**config.mk**
```make
export PLATFORM = sky130hd
export DESIGN_NAME = tiny_cpu_execute_unit_top_flat
export DESIGN_NICKNAME = d
export VERILOG_FILES = /design/src/rtl/tceu_pkg.sv /design/src/rtl/tceu_if.sv /design/src/rtl/tceu_front.sv /design/src/rtl/tceu_queue.sv /design/src/rtl/tceu_back.sv /design/src/rtl/tiny_cpu_execute_unit_top.sv /design/src/flat_wrapper.sv
export SDC_FILE = /design/constraint.sdc
export NUM_CORES = 1
export LEC_CHECK = 0
export BUFFER_PORTS_ARGS = -buffer_cell sky130_fd_sc_hd__buf_4
export CORE_MARGIN = 2
export CORE_UTILIZATION = 43
export DETAILED_ROUTE_END_ITERATION = 6
export GPL_ROUTABILITY_DRIVEN = 0
export MAX_ROUTING_LAYER = met4
export REMOVE_ABC_BUFFERS = 1
export SKIP_CTS_REPAIR_TIMING = 1
export SLEW_MARGIN = 20
export SYNTH_ARGS = -nofsm -noshare
export SYNTH_HDL_FRONTEND = slang
export SYNTH_SLANG_ARGS = --single-unit
```
**constraint.sdc**
```tcl
create_clock -name clk -period 4.4 [get_ports clk]
set_clock_uncertainty 0.05 [all_clocks]
set_input_delay 0.88 -clock clk [delete_from_list [all_inputs] [get_ports clk]]
set_output_delay 0.88 -clock clk [all_outputs]
set_load 0.03 [all_outputs]
```
**src/rtl/tceu_pkg.sv**
```systemverilog
// Shared types and constants for the tiny CPU execute unit.
`timescale 1ns / 1ps
`default_nettype none

package tceu_pkg;

  // Field widths
  localparam int INSTR_W   = 32;
  localparam int ADDR_W    = 16;
  localparam int DATA_W    = 8;
  localparam int REG_IDX_W = 4;
  localparam int ERR_W     = 2;
  localparam int CFG_IDX_W = 1;

  // Decoupling queue depth between front and back
  localparam int QUEUE_DEPTH = 2;

  // Configuration register indexes and reset values
  localparam logic [CFG_IDX_W-1:0] CFG_ROM_END = 1'b0;
  localparam logic [CFG_IDX_W-1:0] CFG_RAM_END = 1'b1;
  localparam logic [ADDR_W-1:0]    ROM_END_RST = 16'h0000;
  localparam logic [ADDR_W-1:0]    RAM_END_RST = 16'h0400;

  // Opcodes
  localparam logic [7:0] OPC_MVR   = 8'h00;
  localparam logic [7:0] OPC_MVI   = 8'h01;
  localparam logic [7:0] OPC_ADDR  = 8'h02;
  localparam logic [7:0] OPC_ADDI  = 8'h03;
  localparam logic [7:0] OPC_SUBR  = 8'h04;
  localparam logic [7:0] OPC_SUBI  = 8'h05;
  localparam logic [7:0] OPC_CMP   = 8'h06;
  localparam logic [7:0] OPC_JMP   = 8'h07;
  localparam logic [7:0] OPC_JZ    = 8'h08;
  localparam logic [7:0] OPC_JNZ   = 8'h09;
  localparam logic [7:0] OPC_HLT   = 8'h0A;
  localparam logic [7:0] OPC_NOP   = 8'h0B;
  localparam logic [7:0] OPC_LOAD  = 8'h0C;
  localparam logic [7:0] OPC_STORE = 8'h0D;

  // Error codes
  localparam logic [ERR_W-1:0] ERR_NONE  = 2'd0;
  localparam logic [ERR_W-1:0] ERR_ROM   = 2'd1;
  localparam logic [ERR_W-1:0] ERR_RANGE = 2'd2;

  // Instruction class after decode
  typedef enum logic [3:0] {
    CL_MVR, CL_MVI, CL_ADDR, CL_ADDI, CL_SUBR, CL_SUBI, CL_CMP, CL_JMP,
    CL_JZ, CL_JNZ, CL_HLT, CL_NOP, CL_LOAD, CL_STORE, CL_BAD
  } cls_t;

  // Decoded word handed from front to back
  typedef struct packed {
    cls_t                 cls;
    logic [REG_IDX_W-1:0] ra;
    logic [REG_IDX_W-1:0] rb;
    logic [ADDR_W-1:0]    imm;
    logic [DATA_W-1:0]    ld;
    logic [ERR_W-1:0]     err;
  } dec_t;

  // Result word
  typedef struct packed {
    logic [ADDR_W-1:0] next_pc;
    logic [ADDR_W-1:0] fetch_address;
    logic              zero_flag;
    logic              halted;
    logic              reg_write;
    logic [1:0]        written_register;
    logic [DATA_W-1:0] written_value;
    logic              store_valid;
    logic [ADDR_W-1:0] store_address;
    logic [DATA_W-1:0] store_data;
    logic [ERR_W-1:0]  error_code;
  } res_t;

endpackage

`default_nettype wire

```
**src/rtl/tceu_if.sv**
```systemverilog
// Valid/ready channel interfaces for instruction words and result words.
`timescale 1ns / 1ps
`default_nettype none

interface tceu_in_if;
  import tceu_pkg::*;
  logic               valid;
  logic               ready;
  logic [INSTR_W-1:0] instruction;
  logic [INSTR_W-1:0] load_word;

  modport source (output valid, output instruction, output load_word, input ready);
  modport sink   (input valid, input instruction, input load_word, output ready);
endinterface

interface tceu_out_if;
  import tceu_pkg::*;
  logic              valid;
  logic              ready;
  logic [ADDR_W-1:0] next_pc;
  logic [ADDR_W-1:0] fetch_address;
  logic              zero_flag;
  logic              halted;
  logic              reg_write;
  logic [1:0]        written_register;
  logic [DATA_W-1:0] written_value;
  logic              store_valid;
  logic [ADDR_W-1:0] store_address;
  logic [DATA_W-1:0] store_data;
  logic [ERR_W-1:0]  error_code;

  modport source (
    output valid, output next_pc, output fetch_address, output zero_flag,
    output halted, output reg_write, output written_register,
    output written_value, output store_valid, output store_address,
    output store_data, output error_code, input ready
  );
  modport sink (
    input valid, input next_pc, input fetch_address, input zero_flag,
    input halted, input reg_write, input written_register,
    input written_value, input store_valid, input store_address,
    input store_data, input error_code, output ready
  );
endinterface

`default_nettype wire

```
**src/rtl/tceu_front.sv**
```systemverilog
// Front end: opcode classification, register field reduction, access range checks.
`timescale 1ns / 1ps
`default_nettype none

module tceu_front import tceu_pkg::*; #(
  parameter int REG_COUNT = 4
) (
  input  wire logic [INSTR_W-1:0] instruction,
  input  wire logic [INSTR_W-1:0] load_word,
  input  wire logic [ADDR_W-1:0]  rom_end,
  input  wire logic [ADDR_W-1:0]  ram_end,
  output dec_t                    dec
);

  localparam logic [REG_IDX_W:0] RC = (REG_IDX_W+1)'(REG_COUNT);

  logic [7:0]          opcode;
  logic [ADDR_W-1:0]   imm;
  logic [ADDR_W:0]     addr_top;
  logic                below_rom;
  logic                past_ram;
  logic [REG_IDX_W:0]  ra_w;
  logic [REG_IDX_W:0]  rb_w;

  assign opcode = instruction[31:24];
  assign imm    = instruction[15:0];

  // Reduce register fields modulo the register count by repeated subtract
  always_comb begin
    ra_w = {1'b0, instruction[23:20]};
    rb_w = {1'b0, instruction[19:16]};
    for (int k = 0; k < 8; k++) begin
      if (ra_w >= RC) ra_w = ra_w - RC;
      if (rb_w >= RC) rb_w = rb_w - RC;
    end
  end

  // Partition bounds: the last byte of the word must sit below ram_end
  assign addr_top  = {1'b0, imm} + (ADDR_W+1)'(3);
  assign below_rom = imm < rom_end;
  assign past_ram  = addr_top >= {1'b0, ram_end};

  // Classify and precompute the access error
  always_comb begin
    dec.ra  = ra_w[REG_IDX_W-1:0];
    dec.rb  = rb_w[REG_IDX_W-1:0];
    dec.imm = imm;
    dec.ld  = load_word[DATA_W-1:0];
    dec.err = ERR_NONE;
    case (opcode)
      OPC_MVR:   dec.cls = CL_MVR;
      OPC_MVI:   dec.cls = CL_MVI;
      OPC_ADDR:  dec.cls = CL_ADDR;
      OPC_ADDI:  dec.cls = CL_ADDI;
      OPC_SUBR:  dec.cls = CL_SUBR;
      OPC_SUBI:  dec.cls = CL_SUBI;
      OPC_CMP:   dec.cls = CL_CMP;
      OPC_JMP:   dec.cls = CL_JMP;
      OPC_JZ:    dec.cls = CL_JZ;
      OPC_JNZ:   dec.cls = CL_JNZ;
      OPC_HLT:   dec.cls = CL_HLT;
      OPC_NOP:   dec.cls = CL_NOP;
      OPC_LOAD: begin
        dec.cls = CL_LOAD;
        if (!below_rom && past_ram) dec.err = ERR_RANGE;
      end
      OPC_STORE: begin
        dec.cls = CL_STORE;
        if (below_rom)     dec.err = ERR_ROM;
        else if (past_ram) dec.err = ERR_RANGE;
      end
      default:   dec.cls = CL_BAD;
    endcase
  end

endmodule

`default_nettype wire

```
**src/rtl/tceu_queue.sv**
```systemverilog
// Short FIFO of decoded words between the front and the back.
`timescale 1ns / 1ps
`default_nettype none

module tceu_queue import tceu_pkg::*; (
  input  wire logic clk,
  input  wire logic rst_n,
  input  wire logic push_valid,
  output logic      push_ready,
  input  wire dec_t push_word,
  output logic      pop_valid,
  input  wire logic pop,
  output dec_t      pop_word
);

  localparam int PTR_W = (QUEUE_DEPTH > 1) ? $clog2(QUEUE_DEPTH) : 1;
  localparam int CNT_W = $clog2(QUEUE_DEPTH + 1);
  localparam logic [CNT_W-1:0] DEPTH_C = CNT_W'(QUEUE_DEPTH);

  dec_t             slot_r [QUEUE_DEPTH];
  logic [PTR_W-1:0] wr_ptr_r, wr_ptr_nxt;
  logic [PTR_W-1:0] rd_ptr_r, rd_ptr_nxt;
  logic [CNT_W-1:0] cnt_r, cnt_nxt;
  logic             do_push;
  logic             do_pop;

  assign push_ready = cnt_r != DEPTH_C;
  assign pop_valid  = cnt_r != '0;
  assign pop_word   = slot_r[rd_ptr_r];
  assign do_push    = push_valid && push_ready;
  assign do_pop     = pop && pop_valid;

  // Advance pointers with wrap at the depth
  always_comb begin
    wr_ptr_nxt = wr_ptr_r;
    rd_ptr_nxt = rd_ptr_r;
    cnt_nxt    = cnt_r;
    if (do_push) begin
      wr_ptr_nxt = (wr_ptr_r == PTR_W'(QUEUE_DEPTH - 1)) ? '0 : wr_ptr_r + PTR_W'(1);
    end
    if (do_pop) begin
      rd_ptr_nxt = (rd_ptr_r == PTR_W'(QUEUE_DEPTH - 1)) ? '0 : rd_ptr_r + PTR_W'(1);
    end
    if (do_push && !do_pop)      cnt_nxt = cnt_r + CNT_W'(1);
    else if (!do_push && do_pop) cnt_nxt = cnt_r - CNT_W'(1);
  end

  always_ff @(posedge clk) begin
    if (!rst_n) begin
      wr_ptr_r <= '0;
      rd_ptr_r <= '0;
      cnt_r    <= '0;
    end else begin
      wr_ptr_r <= wr_ptr_nxt;
      rd_ptr_r <= rd_ptr_nxt;
      cnt_r    <= cnt_nxt;
    end
  end

  // Store the pushed word
  always_ff @(posedge clk) begin
    if (do_push) begin
      slot_r[wr_ptr_r] <= push_word;
    end
  end

endmodule

`default_nettype wire

```
**src/rtl/tceu_back.sv**
```systemverilog
// Back end: register file read stage, execute stage and output register.
`timescale 1ns / 1ps
`default_nettype none

module tceu_back import tceu_pkg::*; #(
  parameter int REG_COUNT = 4
) (
  input  wire logic              clk,
  input  wire logic              rst_n,
  input  wire logic              q_valid,
  input  wire dec_t              q_word,
  output logic                   q_pop,
  input  wire logic [ADDR_W-1:0] rom_end,
  output logic                   res_valid,
  input  wire logic              res_ready,
  output res_t                   res_word
);

  localparam int RIW = (REG_COUNT > 1) ? $clog2(REG_COUNT) : 1;

  // Register file storage with per-entry valid bits
  logic [DATA_W-1:0]    rf_mem [REG_COUNT];
  logic [REG_COUNT-1:0] rf_vld_r;

  // Operand stage
  logic              ex_v_r;
  dec_t              ex_d_r;
  logic [DATA_W-1:0] opa_r;
  logic [DATA_W-1:0] opb_r;

  // Architectural state and output register
  logic [ADDR_W-1:0] pc_r, pc_nxt;
  logic              zf_r, zf_nxt;
  logic              halt_r, halt_nxt;
  logic              out_v_r;
  res_t              out_r, res_nxt;

  logic              fire;
  logic              wr;
  logic              st;
  logic              adv;
  logic [DATA_W-1:0] wval;
  logic [ERR_W-1:0]  err;
  logic [DATA_W-1:0] imm8;
  logic [RIW-1:0]    wa;
  logic [RIW-1:0]    qa;
  logic [RIW-1:0]    qb;

  assign fire  = ex_v_r && (!out_v_r || res_ready);
  assign q_pop = q_valid && (!ex_v_r || fire);
  assign imm8  = ex_d_r.imm[DATA_W-1:0];
  assign wa    = ex_d_r.ra[RIW-1:0];
  assign qa    = q_word.ra[RIW-1:0];
  assign qb    = q_word.rb[RIW-1:0];

  // Execute one decoded word against the current state
  always_comb begin
    wr       = 1'b0;
    st       = 1'b0;
    adv      = 1'b1;
    wval     = '0;
    err      = ERR_NONE;
    pc_nxt   = pc_r;
    zf_nxt   = zf_r;
    halt_nxt = halt_r;
    if (!halt_r) begin
      case (ex_d_r.cls)
        CL_MVR:  begin wval = opb_r;         wr = 1'b1; end
        CL_MVI:  begin wval = imm8;          wr = 1'b1; end
        CL_ADDR: begin wval = opa_r + opb_r; wr = 1'b1; end
        CL_ADDI: begin wval = opa_r + imm8;  wr = 1'b1; end
        CL_SUBR: begin wval = opa_r - opb_r; wr = 1'b1; end
        CL_SUBI: begin wval = opa_r - imm8;  wr = 1'b1; end
        CL_CMP:  zf_nxt = opa_r == opb_r;
        CL_JMP:  begin pc_nxt = ex_d_r.imm; adv = 1'b0; end
        CL_JZ: begin
          if (zf_r) begin pc_nxt = ex_d_r.imm; adv = 1'b0; end
        end
        CL_JNZ: begin
          if (!zf_r) begin pc_nxt = ex_d_r.imm; adv = 1'b0; end
        end
        CL_HLT:  begin halt_nxt = 1'b1; adv = 1'b0; end
        CL_NOP:  adv = 1'b1;
        CL_LOAD: begin
          err = ex_d_r.err;
          if (ex_d_r.err == ERR_NONE) begin wval = ex_d_r.ld; wr = 1'b1; end
        end
        CL_STORE: begin
          err = ex_d_r.err;
          st  = ex_d_r.err == ERR_NONE;
        end
        default: adv = 1'b0;
      endcase
      // An access error halts in place
      if (err != ERR_NONE) begin
        halt_nxt = 1'b1;
        adv      = 1'b0;
      end
      if (adv) pc_nxt = pc_r + ADDR_W'(1);
    end
  end

  // Assemble the result word
  always_comb begin
    res_nxt.next_pc          = pc_nxt;
    res_nxt.fetch_address    = rom_end + {pc_nxt[ADDR_W-3:0], 2'b00};
    res_nxt.zero_flag        = zf_nxt;
    res_nxt.halted           = halt_nxt;
    res_nxt.reg_write        = wr;
    res_nxt.written_register = wr ? ex_d_r.ra[1:0] : 2'b00;
    res_nxt.written_value    = wval;
    res_nxt.store_valid      = st;
    res_nxt.store_address    = st ? ex_d_r.imm : '0;
    res_nxt.store_data       = st ? opa_r : '0;
    res_nxt.error_code       = err;
  end

  // Control state
  always_ff @(posedge clk) begin
    if (!rst_n) begin
      ex_v_r   <= 1'b0;
      out_v_r  <= 1'b0;
      pc_r     <= '0;
      zf_r     <= 1'b0;
      halt_r   <= 1'b0;
      rf_vld_r <= '0;
    end else begin
      ex_v_r <= q_pop || (ex_v_r && !fire);
      if (fire) begin
        out_v_r <= 1'b1;
        pc_r    <= pc_nxt;
        zf_r    <= zf_nxt;
        halt_r  <= halt_nxt;
        if (wr) rf_vld_r[wa] <= 1'b1;
      end else if (res_ready) begin
        out_v_r <= 1'b0;
      end
    end
  end

  // Operand read with bypass of the write retiring at the same edge
  always_ff @(posedge clk) begin
    if (q_pop) begin
      ex_d_r <= q_word;
      if (fire && wr && wa == qa) opa_r <= wval;
      else                        opa_r <= rf_vld_r[qa] ? rf_mem[qa] : '0;
      if (fire && wr && wa == qb) opb_r <= wval;
      else                        opb_r <= rf_vld_r[qb] ? rf_mem[qb] : '0;
    end
    if (fire) begin
      out_r <= res_nxt;
      if (wr) rf_mem[wa] <= wval;
    end
  end

  assign res_valid = out_v_r;
  assign res_word  = out_r;

endmodule

`default_nettype wire

```
**src/rtl/tiny_cpu_execute_unit_top.sv**
```systemverilog
// Top level of the tiny CPU execute unit: config registers, front, queue, back.
//
//   channel | direction | handshake           | payload
//   in_ch   | sink      | valid / ready       | instruction, load_word
//   out_ch  | source    | valid / ready       | next_pc .. error_code (one per input)
//   cfg     | sink      | cfg_we, no ready    | cfg_index, cfg_wdata (rom_end, ram_end)
//
// One word per cycle sustained while out_ch.ready is high; an accepted word goes
// into a queue slot, then operand read, then execute into the output register.
// The operand read stage and the execute stage form the two-step register
// file loop; a write retiring in execute is bypassed into the read.
// Synchronous active-low reset clears control state; rom_end = 0, ram_end = 1024.
// The two-entry queue lets the front take words while the output stalls, until full.
`timescale 1ns / 1ps
`default_nettype none

module tiny_cpu_execute_unit_top import tceu_pkg::*; #(
  parameter int REG_COUNT = 4
) (
  input  wire logic                 clk,
  input  wire logic                 rst_n,
  tceu_in_if.sink                   in_ch,
  tceu_out_if.source                out_ch,
  input  wire logic                 cfg_we,
  input  wire logic [CFG_IDX_W-1:0] cfg_index,
  input  wire logic [ADDR_W-1:0]    cfg_wdata
);

  logic [ADDR_W-1:0] rom_end_r;
  logic [ADDR_W-1:0] ram_end_r;
  dec_t              front_dec;
  dec_t              q_word;
  logic              q_valid;
  logic              q_pop;
  logic              res_valid;
  res_t              res_word;

  // Configuration registers
  always_ff @(posedge clk) begin
    if (!rst_n) begin
      rom_end_r <= ROM_END_RST;
      ram_end_r <= RAM_END_RST;
    end else if (cfg_we) begin
      case (cfg_index)
        CFG_ROM_END: rom_end_r <= cfg_wdata;
        CFG_RAM_END: ram_end_r <= cfg_wdata;
        default:     rom_end_r <= rom_end_r;
      endcase
    end
  end

  tceu_front #(.REG_COUNT(REG_COUNT)) u_front (
    .instruction (in_ch.instruction),
    .load_word   (in_ch.load_word),
    .rom_end     (rom_end_r),
    .ram_end     (ram_end_r),
    .dec         (front_dec)
  );

  tceu_queue u_queue (
    .clk        (clk),
    .rst_n      (rst_n),
    .push_valid (in_ch.valid),
    .push_ready (in_ch.ready),
    .push_word  (front_dec),
    .pop_valid  (q_valid),
    .pop        (q_pop),
    .pop_word   (q_word)
  );

  tceu_back #(.REG_COUNT(REG_COUNT)) u_back (
    .clk       (clk),
    .rst_n     (rst_n),
    .q_valid   (q_valid),
    .q_word    (q_word),
    .q_pop     (q_pop),
    .rom_end   (rom_end_r),
    .res_valid (res_valid),
    .res_ready (out_ch.ready),
    .res_word  (res_word)
  );

  // Drive the result channel
  assign out_ch.valid            = res_valid;
  assign out_ch.next_pc          = res_word.next_pc;
  assign out_ch.fetch_address    = res_word.fetch_address;
  assign out_ch.zero_flag        = res_word.zero_flag;
  assign out_ch.halted           = res_word.halted;
  assign out_ch.reg_write        = res_word.reg_write;
  assign out_ch.written_register = res_word.written_register;
  assign out_ch.written_value    = res_word.written_value;
  assign out_ch.store_valid      = res_word.store_valid;
  assign out_ch.store_address    = res_word.store_address;
  assign out_ch.store_data       = res_word.store_data;
  assign out_ch.error_code       = res_word.error_code;

endmodule

`default_nettype wire

```
**src/flat_wrapper.sv**
```systemverilog
// flat-port wrapper written by rule: the top's interface ports become plain ports
module tiny_cpu_execute_unit_top_flat import tceu_pkg::*;
#(
  parameter int REG_COUNT = 4
)
  (clk, rst_n, cfg_we, cfg_index, cfg_wdata, in_ch_valid, in_ch_instruction, in_ch_load_word, in_ch_ready, out_ch_valid, out_ch_next_pc, out_ch_fetch_address, out_ch_zero_flag, out_ch_halted, out_ch_reg_write, out_ch_written_register, out_ch_written_value, out_ch_store_valid, out_ch_store_address, out_ch_store_data, out_ch_error_code, out_ch_ready);
  tceu_in_if in_ch_i ();
  tceu_out_if out_ch_i ();
  input  wire logic clk;
  input  wire logic rst_n;
  input  wire logic cfg_we;
  input  wire logic [CFG_IDX_W-1:0] cfg_index;
  input  wire logic [ADDR_W-1:0] cfg_wdata;
  input wire logic [$bits(in_ch_i.valid)-1:0] in_ch_valid;
  input wire logic [$bits(in_ch_i.instruction)-1:0] in_ch_instruction;
  input wire logic [$bits(in_ch_i.load_word)-1:0] in_ch_load_word;
  output wire logic [$bits(in_ch_i.ready)-1:0] in_ch_ready;
  output wire logic [$bits(out_ch_i.valid)-1:0] out_ch_valid;
  output wire logic [$bits(out_ch_i.next_pc)-1:0] out_ch_next_pc;
  output wire logic [$bits(out_ch_i.fetch_address)-1:0] out_ch_fetch_address;
  output wire logic [$bits(out_ch_i.zero_flag)-1:0] out_ch_zero_flag;
  output wire logic [$bits(out_ch_i.halted)-1:0] out_ch_halted;
  output wire logic [$bits(out_ch_i.reg_write)-1:0] out_ch_reg_write;
  output wire logic [$bits(out_ch_i.written_register)-1:0] out_ch_written_register;
  output wire logic [$bits(out_ch_i.written_value)-1:0] out_ch_written_value;
  output wire logic [$bits(out_ch_i.store_valid)-1:0] out_ch_store_valid;
  output wire logic [$bits(out_ch_i.store_address)-1:0] out_ch_store_address;
  output wire logic [$bits(out_ch_i.store_data)-1:0] out_ch_store_data;
  output wire logic [$bits(out_ch_i.error_code)-1:0] out_ch_error_code;
  input wire logic [$bits(out_ch_i.ready)-1:0] out_ch_ready;
  assign in_ch_i.valid = in_ch_valid;
  assign in_ch_i.instruction = in_ch_instruction;
  assign in_ch_i.load_word = in_ch_load_word;
  assign in_ch_ready = in_ch_i.ready;
  assign out_ch_valid = out_ch_i.valid;
  assign out_ch_next_pc = out_ch_i.next_pc;
  assign out_ch_fetch_address = out_ch_i.fetch_address;
  assign out_ch_zero_flag = out_ch_i.zero_flag;
  assign out_ch_halted = out_ch_i.halted;
  assign out_ch_reg_write = out_ch_i.reg_write;
  assign out_ch_written_register = out_ch_i.written_register;
  assign out_ch_written_value = out_ch_i.written_value;
  assign out_ch_store_valid = out_ch_i.store_valid;
  assign out_ch_store_address = out_ch_i.store_address;
  assign out_ch_store_data = out_ch_i.store_data;
  assign out_ch_error_code = out_ch_i.error_code;
  assign out_ch_i.ready = out_ch_ready;
  tiny_cpu_execute_unit_top #(.REG_COUNT(REG_COUNT)) u_core (.clk(clk), .rst_n(rst_n), .in_ch(in_ch_i), .out_ch(out_ch_i), .cfg_we(cfg_we), .cfg_index(cfg_index), .cfg_wdata(cfg_wdata));
endmodule
```
## Yosys cells after proc, flatten, opt, wreduce, memory -nomap -nowiden

Memory sizes are Yosys's and may differ from the RTL's. A register that Yosys moved wholly into a read port is not among the register bits.
Index checks and enable logic that the tools add are counted.

| cells by class | value |
|---|---|
| $add $sub $neg | 27 |
| $lt $le $gt $ge | 22 |
| eq/ne operators | 30 |
| muxes and demuxes | 69 |
| bitwise operators | 2 |
| reduce and logical (&&, ||, !) cells | 34 |

Operator list:

| kind | count |
|---|---|
| 5-bit by 3-bit greater-or-equal comparator with 1-bit output, second input constant | 14 |
| 5-bit 2-to-1 mux | 14 |
| 16-bit 2-to-1 mux | 4 |
| 5-bit by 3-bit subtractor with 5-bit output, second input constant | 12 |
| 4-bit one-hot mux with 14 select lines | 1 |
| 8-bit one-hot mux with 7 select lines | 1 |
| 8-bit by 4-bit equality test with 1-bit output, second input constant | 6 |
| 8-bit 2-to-1 mux | 6 |
| 16-bit one-hot mux with 3 select lines | 1 |
| 8-bit by 3-bit equality test with 1-bit output, second input constant | 4 |
| 1-bit 2-to-1 mux | 27 |
| 4-bit equality test, second input constant | 6 |
| 16-bit by 2-bit adder with 17-bit output, second input constant | 1 |
| 17-bit by 16-bit greater-or-equal comparator with 1-bit output | 1 |
| 16-bit by 1-bit adder with 16-bit output, second input constant | 1 |
| 16-bit adder | 1 |
| 8-bit adder | 2 |
| 4-bit by 3-bit equality test with 1-bit output, second input constant | 4 |
| 8-bit by 2-bit equality test with 1-bit output, second input constant | 2 |
| 16-bit < comparator | 1 |
| 8-bit subtractor | 2 |
| 2-bit 2-to-1 mux | 7 |
| 1-bit logical AND | 12 |
| 10-bit OR reduction | 1 |
| other kinds (31) | 53 |

| word-level totals | value |
|---|---|
| register bits | 180 |
| RAM bits | 108 |
| bits of input ports | 86 |
| word-level logic and storage cells | 215 |
| memories kept | 2 |

Memory list:

| name | depth | bits a word | rd ports | clocked after memory_dff | wr ports | line | source |
|---|---|---|---|---|---|---|---|
| u_core.u_queue.slot_r | 2 | 38 | 1 | 1 | 1 | tceu_queue.sv:20 | `dec_t slot_r [QUEUE_DEPTH];` |
| u_core.u_back.rf_mem | 4 | 8 | 2 | 0 | 1 | tceu_back.sv:22 | `logic [DATA_W-1:0] rf_mem [REG_COUNT];` |

## Longest topological paths before layout

Gate-level depths: netlist of the first run.

| logic depth | value |
|---|---|
| depth after elaboration | 16 |
| gate-level depth with buffers | 16 |
| depth with buffers taken out | 15 |

## Cells and area by module

Synthesis of the first run repeated with hierarchy kept, for this count alone.

| second synthesis, totals | value |
|---|---|
| cell total of the unflattened synthesis | 1347 |
| area total of the unflattened synthesis | 15600.0 µm² |

By module, submodules not included:

| module | instances | cells an instance | area each (µm²) | sequential area each (µm²) |
|---|---|---|---|---|
| tceu_back | 1 | 775 | 9160.0 | 5044.8 |
| tceu_queue | 1 | 142 | 2980.4 | 2382.3 |
| tceu_front | 1 | 306 | 2208.4 | 0.0 |
| tiny_cpu_execute_unit_top | 1 | 124 | 1251.2 | 640.6 |

## Worst setup path before layout of the first run

No wires, ideal clock.

| path | value |
|---|---|
| kind | input to register |
| start | input port out_ch_ready |
| end | register u_core.u_back.out_r, in the netlist u_core.u_back.res_word[0] (enable) |
| arrival | 3.381 ns |
| required time | 3.885 ns |
| setup slack | 0.504 ns |
| stages on the path | 4 |
| buffers on the path | 1 |
| path through | nor2b_1 -> nand2b_1 -> inv_1 -> clkbuf_1 |

| between the ends | value |
|---|---|
| longest elaborated chain between the ends | 2 |

Ends and longest elaborated chain:

| item | line | source |
|---|---|---|
| start, declared | flat_wrapper.sv:30 | `input wire logic [$bits(out_ch_i.ready)-1:0] out_ch_ready;` |
| 1-bit logical OR | tceu_back.sv:49 | `assign fire = ex_v_r && (!out_v_r \|\| res_ready);` |
| 1-bit logical AND | tceu_back.sv:49 |  |
| via u_core.u_back.fire | tceu_back.sv:38 | `logic fire;` |
| end signal, assigned | tceu_back.sv:151 | `out_r <= res_nxt;` |
| end, declared | tceu_back.sv:36 | `res_t out_r, res_nxt;` |

The timed path passes the listed nets, and every way through them passes these cells.
A chain may end at the register's enable or synchronous reset.

==> summary.md, run 1 <==
| Metric | Value |
|---|---|
| Status | `finished clean` |
| Worst Hold Depth | `2` |
| Initial antenna violation count | `0` |
| Synth cell types | `81` |
| Total track usage | `20.30%` |
| Placed insts | `1670` |
| Commonest register cell after synthesis | `edfxtp_1` |
| Critical path type | `reg2reg` |
| Post-route design area | `16360 µm²` |
| Worst r2r src | `u_core.u_back.ex_d_r[34]` |
| Crit path time final | `4027 ps` |
| Drt via density | `5.512` |
| Total CTS buffers | `29` |
| CP most frequent cell | `o22a_1` |
| Largest net degree at the start of global routing | `84` |
| H-tree depth | `1` |
| Syn_area_per_cell | `11.99 µm²` |
| Most common cell after layout, fill and taps aside | `edfxtp_1` |
| P_sw | `3.601 mW` |
| Cell Int Power | `6.517 mW` |
| Clock transition at path regs | `60 ps` |
| Via Count | `9502` |
| Die X | `183.8 µm` |
| Die area | `33780 µm²` |
| Combinational group share of total power | `35.9%` |
| R2R Path End | `u_core.u_back.res_word[55]` |
| Critical path data arrival time | `4270 ps` |
| Post-synthesis simple-gate area fraction | `12.24%` |
| Max Slew Vio Count | `0` |
| Pre-antenna DRT Iters | `5` |
| Share of cells above drive strength 1 | `21.18%` |
| Async SR Flop Fraction | `0%` |
| Flops & latches, synth | `281` |
| DR WL/cell | `19.09 µm` |
| Worst-Margin Slew | `1052 ps` |
| Chip height | `183.8 µm` |
| Synth Area in Compound Gates | `12.76%` |
| F_max | `248.3 MHz` |
| Initial core utilization | `43.83%` |
| P_leak | `6.174 nW` |
| Critical-path cell list | `nand2b_1, nand2_1, a32oi_2, nand4_1, o22a_1, o22a_1, ha_1, a21oi_1, nor2b_1, a311oi_1, o21ai_0, nand3_1, a31oi_1, xnor2_1` |
| Final period util | `91.52%` |
| Clk_lat worst skew | `550 ps` |
| Ports | `160` |
| Root Buffer Master | `clkbuf_16` |
| Hpwl dp | `23.41 mm` |
| Nets@finish | `1452` |
| Final setup violating endpoints | `0` |
| Gr ovfl total | `0` |
| Number of buffers added on ports | `131` |
| Register area share after synthesis | `56.30%` |
| Worst Hold Path EP | `u_core.ram_end_r[8]` |
| Vias in the first global route | `9245` |
| Worst setup EP type | `flop` |
| Post-synthesis mux area share | `5.688%` |
| CP max-delay cell | `edfxtp_1` |
| Finished Layout Cells | `1724` |
| Synth Area in Adders | `6.102%` |
| Final hold violations | `0` |
| DR iter-0 viols | `623` |
| Synth-to-Final Area Change | `17.67%` |
| Hold path startpoint | `u_core.ram_end_r[8]` |
| Yosys warnings | `0` |
| Main combinational cell family by area after synthesis | `compound AO/OA/AOI/OAI gates` |
| Max_slew headroom | `29.78%` |
| Max Buffers Root-to-Sink | `3` |
| Most frequent cells in the layout | `220 x edfxtp_1, 160 x buf_4, 114 x nand2_1, 82 x a21oi_1, 63 x ha_1` |
| Synth Cell Area | `13900 µm²` |
| Worst Hold Class | `reg2reg` |
| Clk pwr share | `23.8%` |
| Number of synthesized flops with an enable pin | `220` |
| Final Routed Wirelength | `32.91 mm` |
| CTS tree | `done` |
| DRC viols | `0` |
| Core Region | `31720 µm²` |
| Number of routed nets with antenna violations | `0` |
| RSZ-0062 raised after global routing | `false` |
| First-pass GRT wire length | `51.83 mm` |
| Sw frac | `35.59%` |
| Post-DP Area | `15380 µm²` |
| Critical path's largest stage delay | `610 ps` |
| Crit Path Max Fanout | `12` |
| Worst reg2reg setup slack | `370 ps` |
| Worst Path Required | `4640 ps` |
| CP startpoint kind | `flop` |
| Sequential power share | `40.3%` |
| Max Cap Viol | `0` |
| VDD IR-drop max | `570.9 µV` |
| Synthesized instance count | `1159` |
| Clock sinks | `281` |
| Synth Area in XOR/XNOR | `3.402%` |
| R2R cell count | `14` |
| Antenna cells | `0` |
| Power density cells | `618.6 nW/µm²` |
| FP Rows | `65` |
-- power by group through the flow --
stage	clock, mW	sequential [mW]	combinational [mW]
global placement	0	4.11	3.59
detailed placement	0	4.13	3.62
finish	2.41	4.08	3.63
CTS	2.47	4.07	3.64
global route	2.57	4.13	3.99
floorplan	0	4.37	2.13
-- synthesized netlist by cell type, drive strengths merged, types with 4 or more instances --
master  number  area share (%)
nand4       14            0.63
o21ai       27             1.0
mux4        16             2.6
edfxtp     220              48
clkbuf      29            0.78
a211oi       8            0.50
nor3        18            0.85
nand2b      12            0.54
a31o         7            0.44
nor3b        4            0.29
and2        33             1.5
ha          63             5.7
a21o        14            0.76
mux2        32             2.6
o21bai       6            0.32
buf         23            0.99
a221oi       4            0.25
nor4         9            0.49
a211o        4            0.25
nor2b       14            0.63
a31oi       14            0.63
o21a         9            0.49
xnor2       36             2.3
inv         64             1.7
nand3       21            0.76
xor2        18             1.1
o22a        13            0.82
or3          5            0.23
nand2      114             3.1
a22oi        8            0.43
a21oi       82             3.0
and3        19            0.85
o211ai       5            0.27
a22o        21             1.3
dfxtp       61             8.8
nor2        52             1.4
mux2i        7            0.50
-- flip-flops by register name (all words and copies together), names as in the netlist, 2 cells and up, named ones only --
register,cells
u_core.u_back.rf_vld_r,4
u_core.u_back.ex_d_r,32
u_core.ram_end_r,16
u_core.u_queue.cnt_r,2
u_core.u_back.pc_r,16
u_core.u_back.opa_r,8
u_core.u_back.opb_r,8
u_core.u_queue.slot_r,68
u_core.rom_end_r,16
u_core.u_back.res_word,72
u_core.u_back.rf_mem,32
-- logic make-up (layout without fill, tap and decap cells) --
logic type / after synthesis / in the layout
buffers and inverters: 116 / 279
multiplexers: 55 / 55
adder cells (fa/ha/maj): 66 / 66
AO/OA/AOI/OAI: 257 / 257
flip-flops: 281 / 281
XOR/XNOR: 54 / 54
AND/OR/NAND/NOR: 330 / 330
-- final cells by class --
type	instances	area [µm²]
Clock inverter	9	73.82
Inverter	64	241.5
Clock buffer	44	864.6
Timing Repair Buffer	162	1240
Tap cell	402	503.0
Fill cell	2846	15360
Multi-Input combinational cell	762	5608
Sequential cell	281	7828
-- layer usage --
layer	routed length (µm)	GRT usage, %	up-vias
li1	-	-	4608
met1	16090	29.34	4610
met2	14540	30.60	236
met3	1610	2.575	48
met4	669	4.800	0
met5	0	-	-
-- how the worst max path moves through the flow --
| stage | start | depth (start not counted) | slack (ps) | end |
|---|---|---|---|---|
| 2_1_floorplan | out_ch_ready | 6 | -720 | u_core.u_back.rf_mem[2][0] |
| 3_3_place_gp | u_core.u_back.ex_d_r[34] | 14 | 340 | u_core.u_back.res_word[54] |
| 3_5_place_dp | u_core.u_back.ex_d_r[35] | 14 | 290 | u_core.u_back.res_word[54] |
| 4_1_cts | u_core.u_back.ex_d_r[34] | 14 | 270 | u_core.u_back.res_word[54] |
| 5_1_grt | u_core.u_back.ex_d_r[35] | 14 | 100 | u_core.u_back.res_word[54] |
| 6_report | u_core.u_back.ex_d_r[34] | 14 | 370 | u_core.u_back.res_word[55] |
-- per-stage QoR --
stage	hold WS [ps]	utilization (%)	power, mW	TNS [ps]	setup slack (ps)
floorplan	380.0	-	6.503	-28190	-715.9
global placement	394.3	48.49	7.707	0	337.1
detailed placement	395.3	48.49	7.752	0	291.3
CTS	405.3	51.45	10.19	0	266.4
global route	429.8	51.57	10.70	0	97.39
finish	406.0	51.57	10.12	0	373.0
-- worst max-delay path: cells and delay by family (launching register included) --
kind / cells / cell delay [ps]
AOI/OAI and AO/OA: 7 / 1900
xor gates and xnor gates: 1 / 140
adders and majority gates: 1 / 350
DFF: 1 / 610
and+or+nand+nor: 5 / 720
Power figures use the tool's default switching activity.
==> inputs of run 2 (changes only) <==
- CORE_UTILIZATION: 43 -> 55
- PLACE_DENSITY: not set -> 0.76
==> summary.md, run 2 (synthesis results as in run 1) <==
| Metric | Value |
|---|---|
| Status | `finished clean` |
| Max Buffers Root-to-Sink | `3 (unchanged)` |
| FP Rows | `58 (-11%)` |
| Final hold slack | `405.7 ps (-0.2300 ps)` |
| Pre-CTS setup slack | `284.7 ps (-6.595 ps)` |
| Most common cell after layout, fill and taps aside | `edfxtp_1` |
| Worst Path Required | `4750 ps (+110 ps)` |
| Critical-path cell list | `inv_1, ha_1, or3b_2, nor2_1, nor2_1, a21oi_1, a21oi_1, ha_1, and3_1, a21oi_1, nand3b_1, xor2_1, nand2_1, a21oi_1, a22o_1` |
| CP max-delay cell | `a21oi_1` |
| CP delay by family, top | `compound AO/OA/AOI/OAI gates` |
| Total CTS buffers | `28 (-3.4%)` |
| RSZ-0062 raised after global routing | `false` |
| Final Routed Wirelength | `31.11 mm (-5.5%)` |
| Chip height | `163.0 µm (-11%)` |
| Post-DP Area | `15230 µm² (-0.95%)` |
| Filler Cells Inserted | `1888 (-34%)` |
| Critical path type | `reg2reg` |
| Fin util | `64.96% (+13 points)` |
| Total power draw | `10.08 mW (-0.43%)` |
| Final hold violations | `0 (unchanged)` |
| Via Count | `9686 (+1.9%)` |
| DR iter-0 viols | `1077 (+73%)` |
| Final setup violating endpoints | `0 (unchanged)` |
| Initial core utilization | `55.69% (+12 points)` |
| Initial antenna violation count | `1 (+1)` |
| P_leak | `6.129 nW (-0.72%)` |
| Synth-to-Final Area Change | `16.64%` |
| Worst Hold Class | `reg2reg` |
| Die area | `26560 µm² (-21%)` |
| Placed insts | `1590 (-4.8%)` |
| Setup TNS | `0 ps (unchanged)` |
| Worst setup EP type | `flop` |
| Core Region | `24960 µm² (-21%)` |
| VDD IR-drop max | `464.5 µV (-19%)` |
| Largest register FFs | `72 (unchanged)` |
| Gr ovfl total | `0 (unchanged)` |
| Worst-Margin Slew | `1149 ps (+96.38 ps)` |
| Critical path data arrival time | `4430 ps (+160 ps)` |
| Ports | `160 (unchanged)` |
| R2R cell count | `15 (+1)` |
| Nets@finish | `1445 (-0.48%)` |
| Pre-antenna DRT Iters | `5 (unchanged)` |
| Post-route design area | `16220 µm² (-0.87%)` |
| Worst Hold Depth | `2 (unchanged)` |
| Most frequent cells in the layout | `220 x edfxtp_1, 154 x buf_4, 114 x nand2_1, 82 x a21oi_1, 63 x ha_1` |
| Clock sinks | `281 (unchanged)` |
| Root Buffer Master | `clkbuf_16` |
| DRC viols | `0 (unchanged)` |
| Share of cells above drive strength 1 | `20.76% (-0.42 points)` |
| Critical path's largest stage delay | `580 ps (-30 ps)` |
| Crit Path Max Fanout | `7 (-5)` |
| Clk_lat worst skew | `550 ps (about the same)` |
| Crit path time final | `4082 ps (+54.53 ps)` |
| Hpwl dp | `21.81 mm (-6.8%)` |
| Vias in the first global route | `9079 (-1.8%)` |
| Max Slew Vio Count | `0 (unchanged)` |
| Max Cap Viol | `0 (unchanged)` |
| Final WS setup | `318.4 ps (-54.53 ps)` |
| CP most frequent cell | `a21oi_1` |
| Number of routed nets with antenna violations | `0 (unchanged)` |
| Power density cells | `621.4 nW/µm² (+0.45%)` |
| Finished Layout Cells | `1646 (-4.5%)` |
| Total track usage | `24.05% (+3.7 points)` |
| Final period util | `92.76% (+1.2 points)` |
| CTS tree | `done` |
| Number of buffers added on ports | `131 (unchanged)` |
| Max_slew headroom | `23.35% (-6.4 points)` |
| F_max | `245.0 MHz (-1.3%)` |
| Clock transition at path regs | `60 ps (about the same)` |
| First-pass GRT wire length | `48.60 mm (-6.2%)` |
| CP startpoint kind | `flop` |
| Drt via density | `5.885 (+6.8%)` |
| Largest net degree at the start of global routing | `84 (unchanged)` |
| Die X | `163.0 µm (-11%)` |
| DR WL/cell | `18.90 µm (-1.0%)` |
| Crit path depth | `15 (+1)` |
| H-tree depth | `1 (unchanged)` |
| CP bufs+invs | `1 (+1)` |
## run 2: changes by cell type in the layout (fill, tap and decap cells not counted), moves of 2 or more
cell,previous run,this run
buf_4,160,154
bufinv_16,1,3
clkbuf_1,9,3
clkbuf_16,31,29
clkbuf_8,4,0
clkinv_1,1,6
clkinv_4,0,2
clkinvlp_4,0,2
## run 2: worst paths after layout
check	from	to	slack (ps)
max reg2reg	u_core.u_back.ex_d_r[10]	u_core.u_back.opb_r[5]	320
min	u_core.ram_end_r[3]	u_core.ram_end_r[3]	410
max	u_core.u_back.ex_d_r[10]	u_core.u_back.opb_r[5]	320
min reg2reg	u_core.ram_end_r[3]	u_core.ram_end_r[3]	410
## run 2: worst min-delay path, cell delays in order, from the launching register on
cell,delay (ps)
dfxtp_1,310
nand2_1,50
a21oi_1,50
## run 2: where the power goes
part,internal (mW),switching [mW],leakage (nW)
clock network,1.38,0.997,0.454
registers,3.63,0.426,2.57
logic,1.48,2.16,3.11
total,6.49,3.58,6.13
## run 2: per-layer routing
metal	wire length (µm)	vias up	share of wire [%]	track usage (%)
met5	0	-	0	-
met4	596	0	1.9	5.873
met3	2237	54	7.2	3.183
met2	14510	356	47	37.13
met1	13760	4669	44	34.14
li1	-	4607	-	-
## run 2: layout make-up
cell class,instances,area [µm²],share of cell area (%)
Clock buffer,32,737.0,4.545
Timing Repair Buffer,156,1204,7.423
Tap cell,330,412.9,2.546
Sequential cell,281,7828,48.27
Inverter,64,241.5,1.489
Antenna cell,1,2.502,0.01543
Multi-Input combinational cell,762,5599,34.53
Clock inverter,20,191.4,1.181
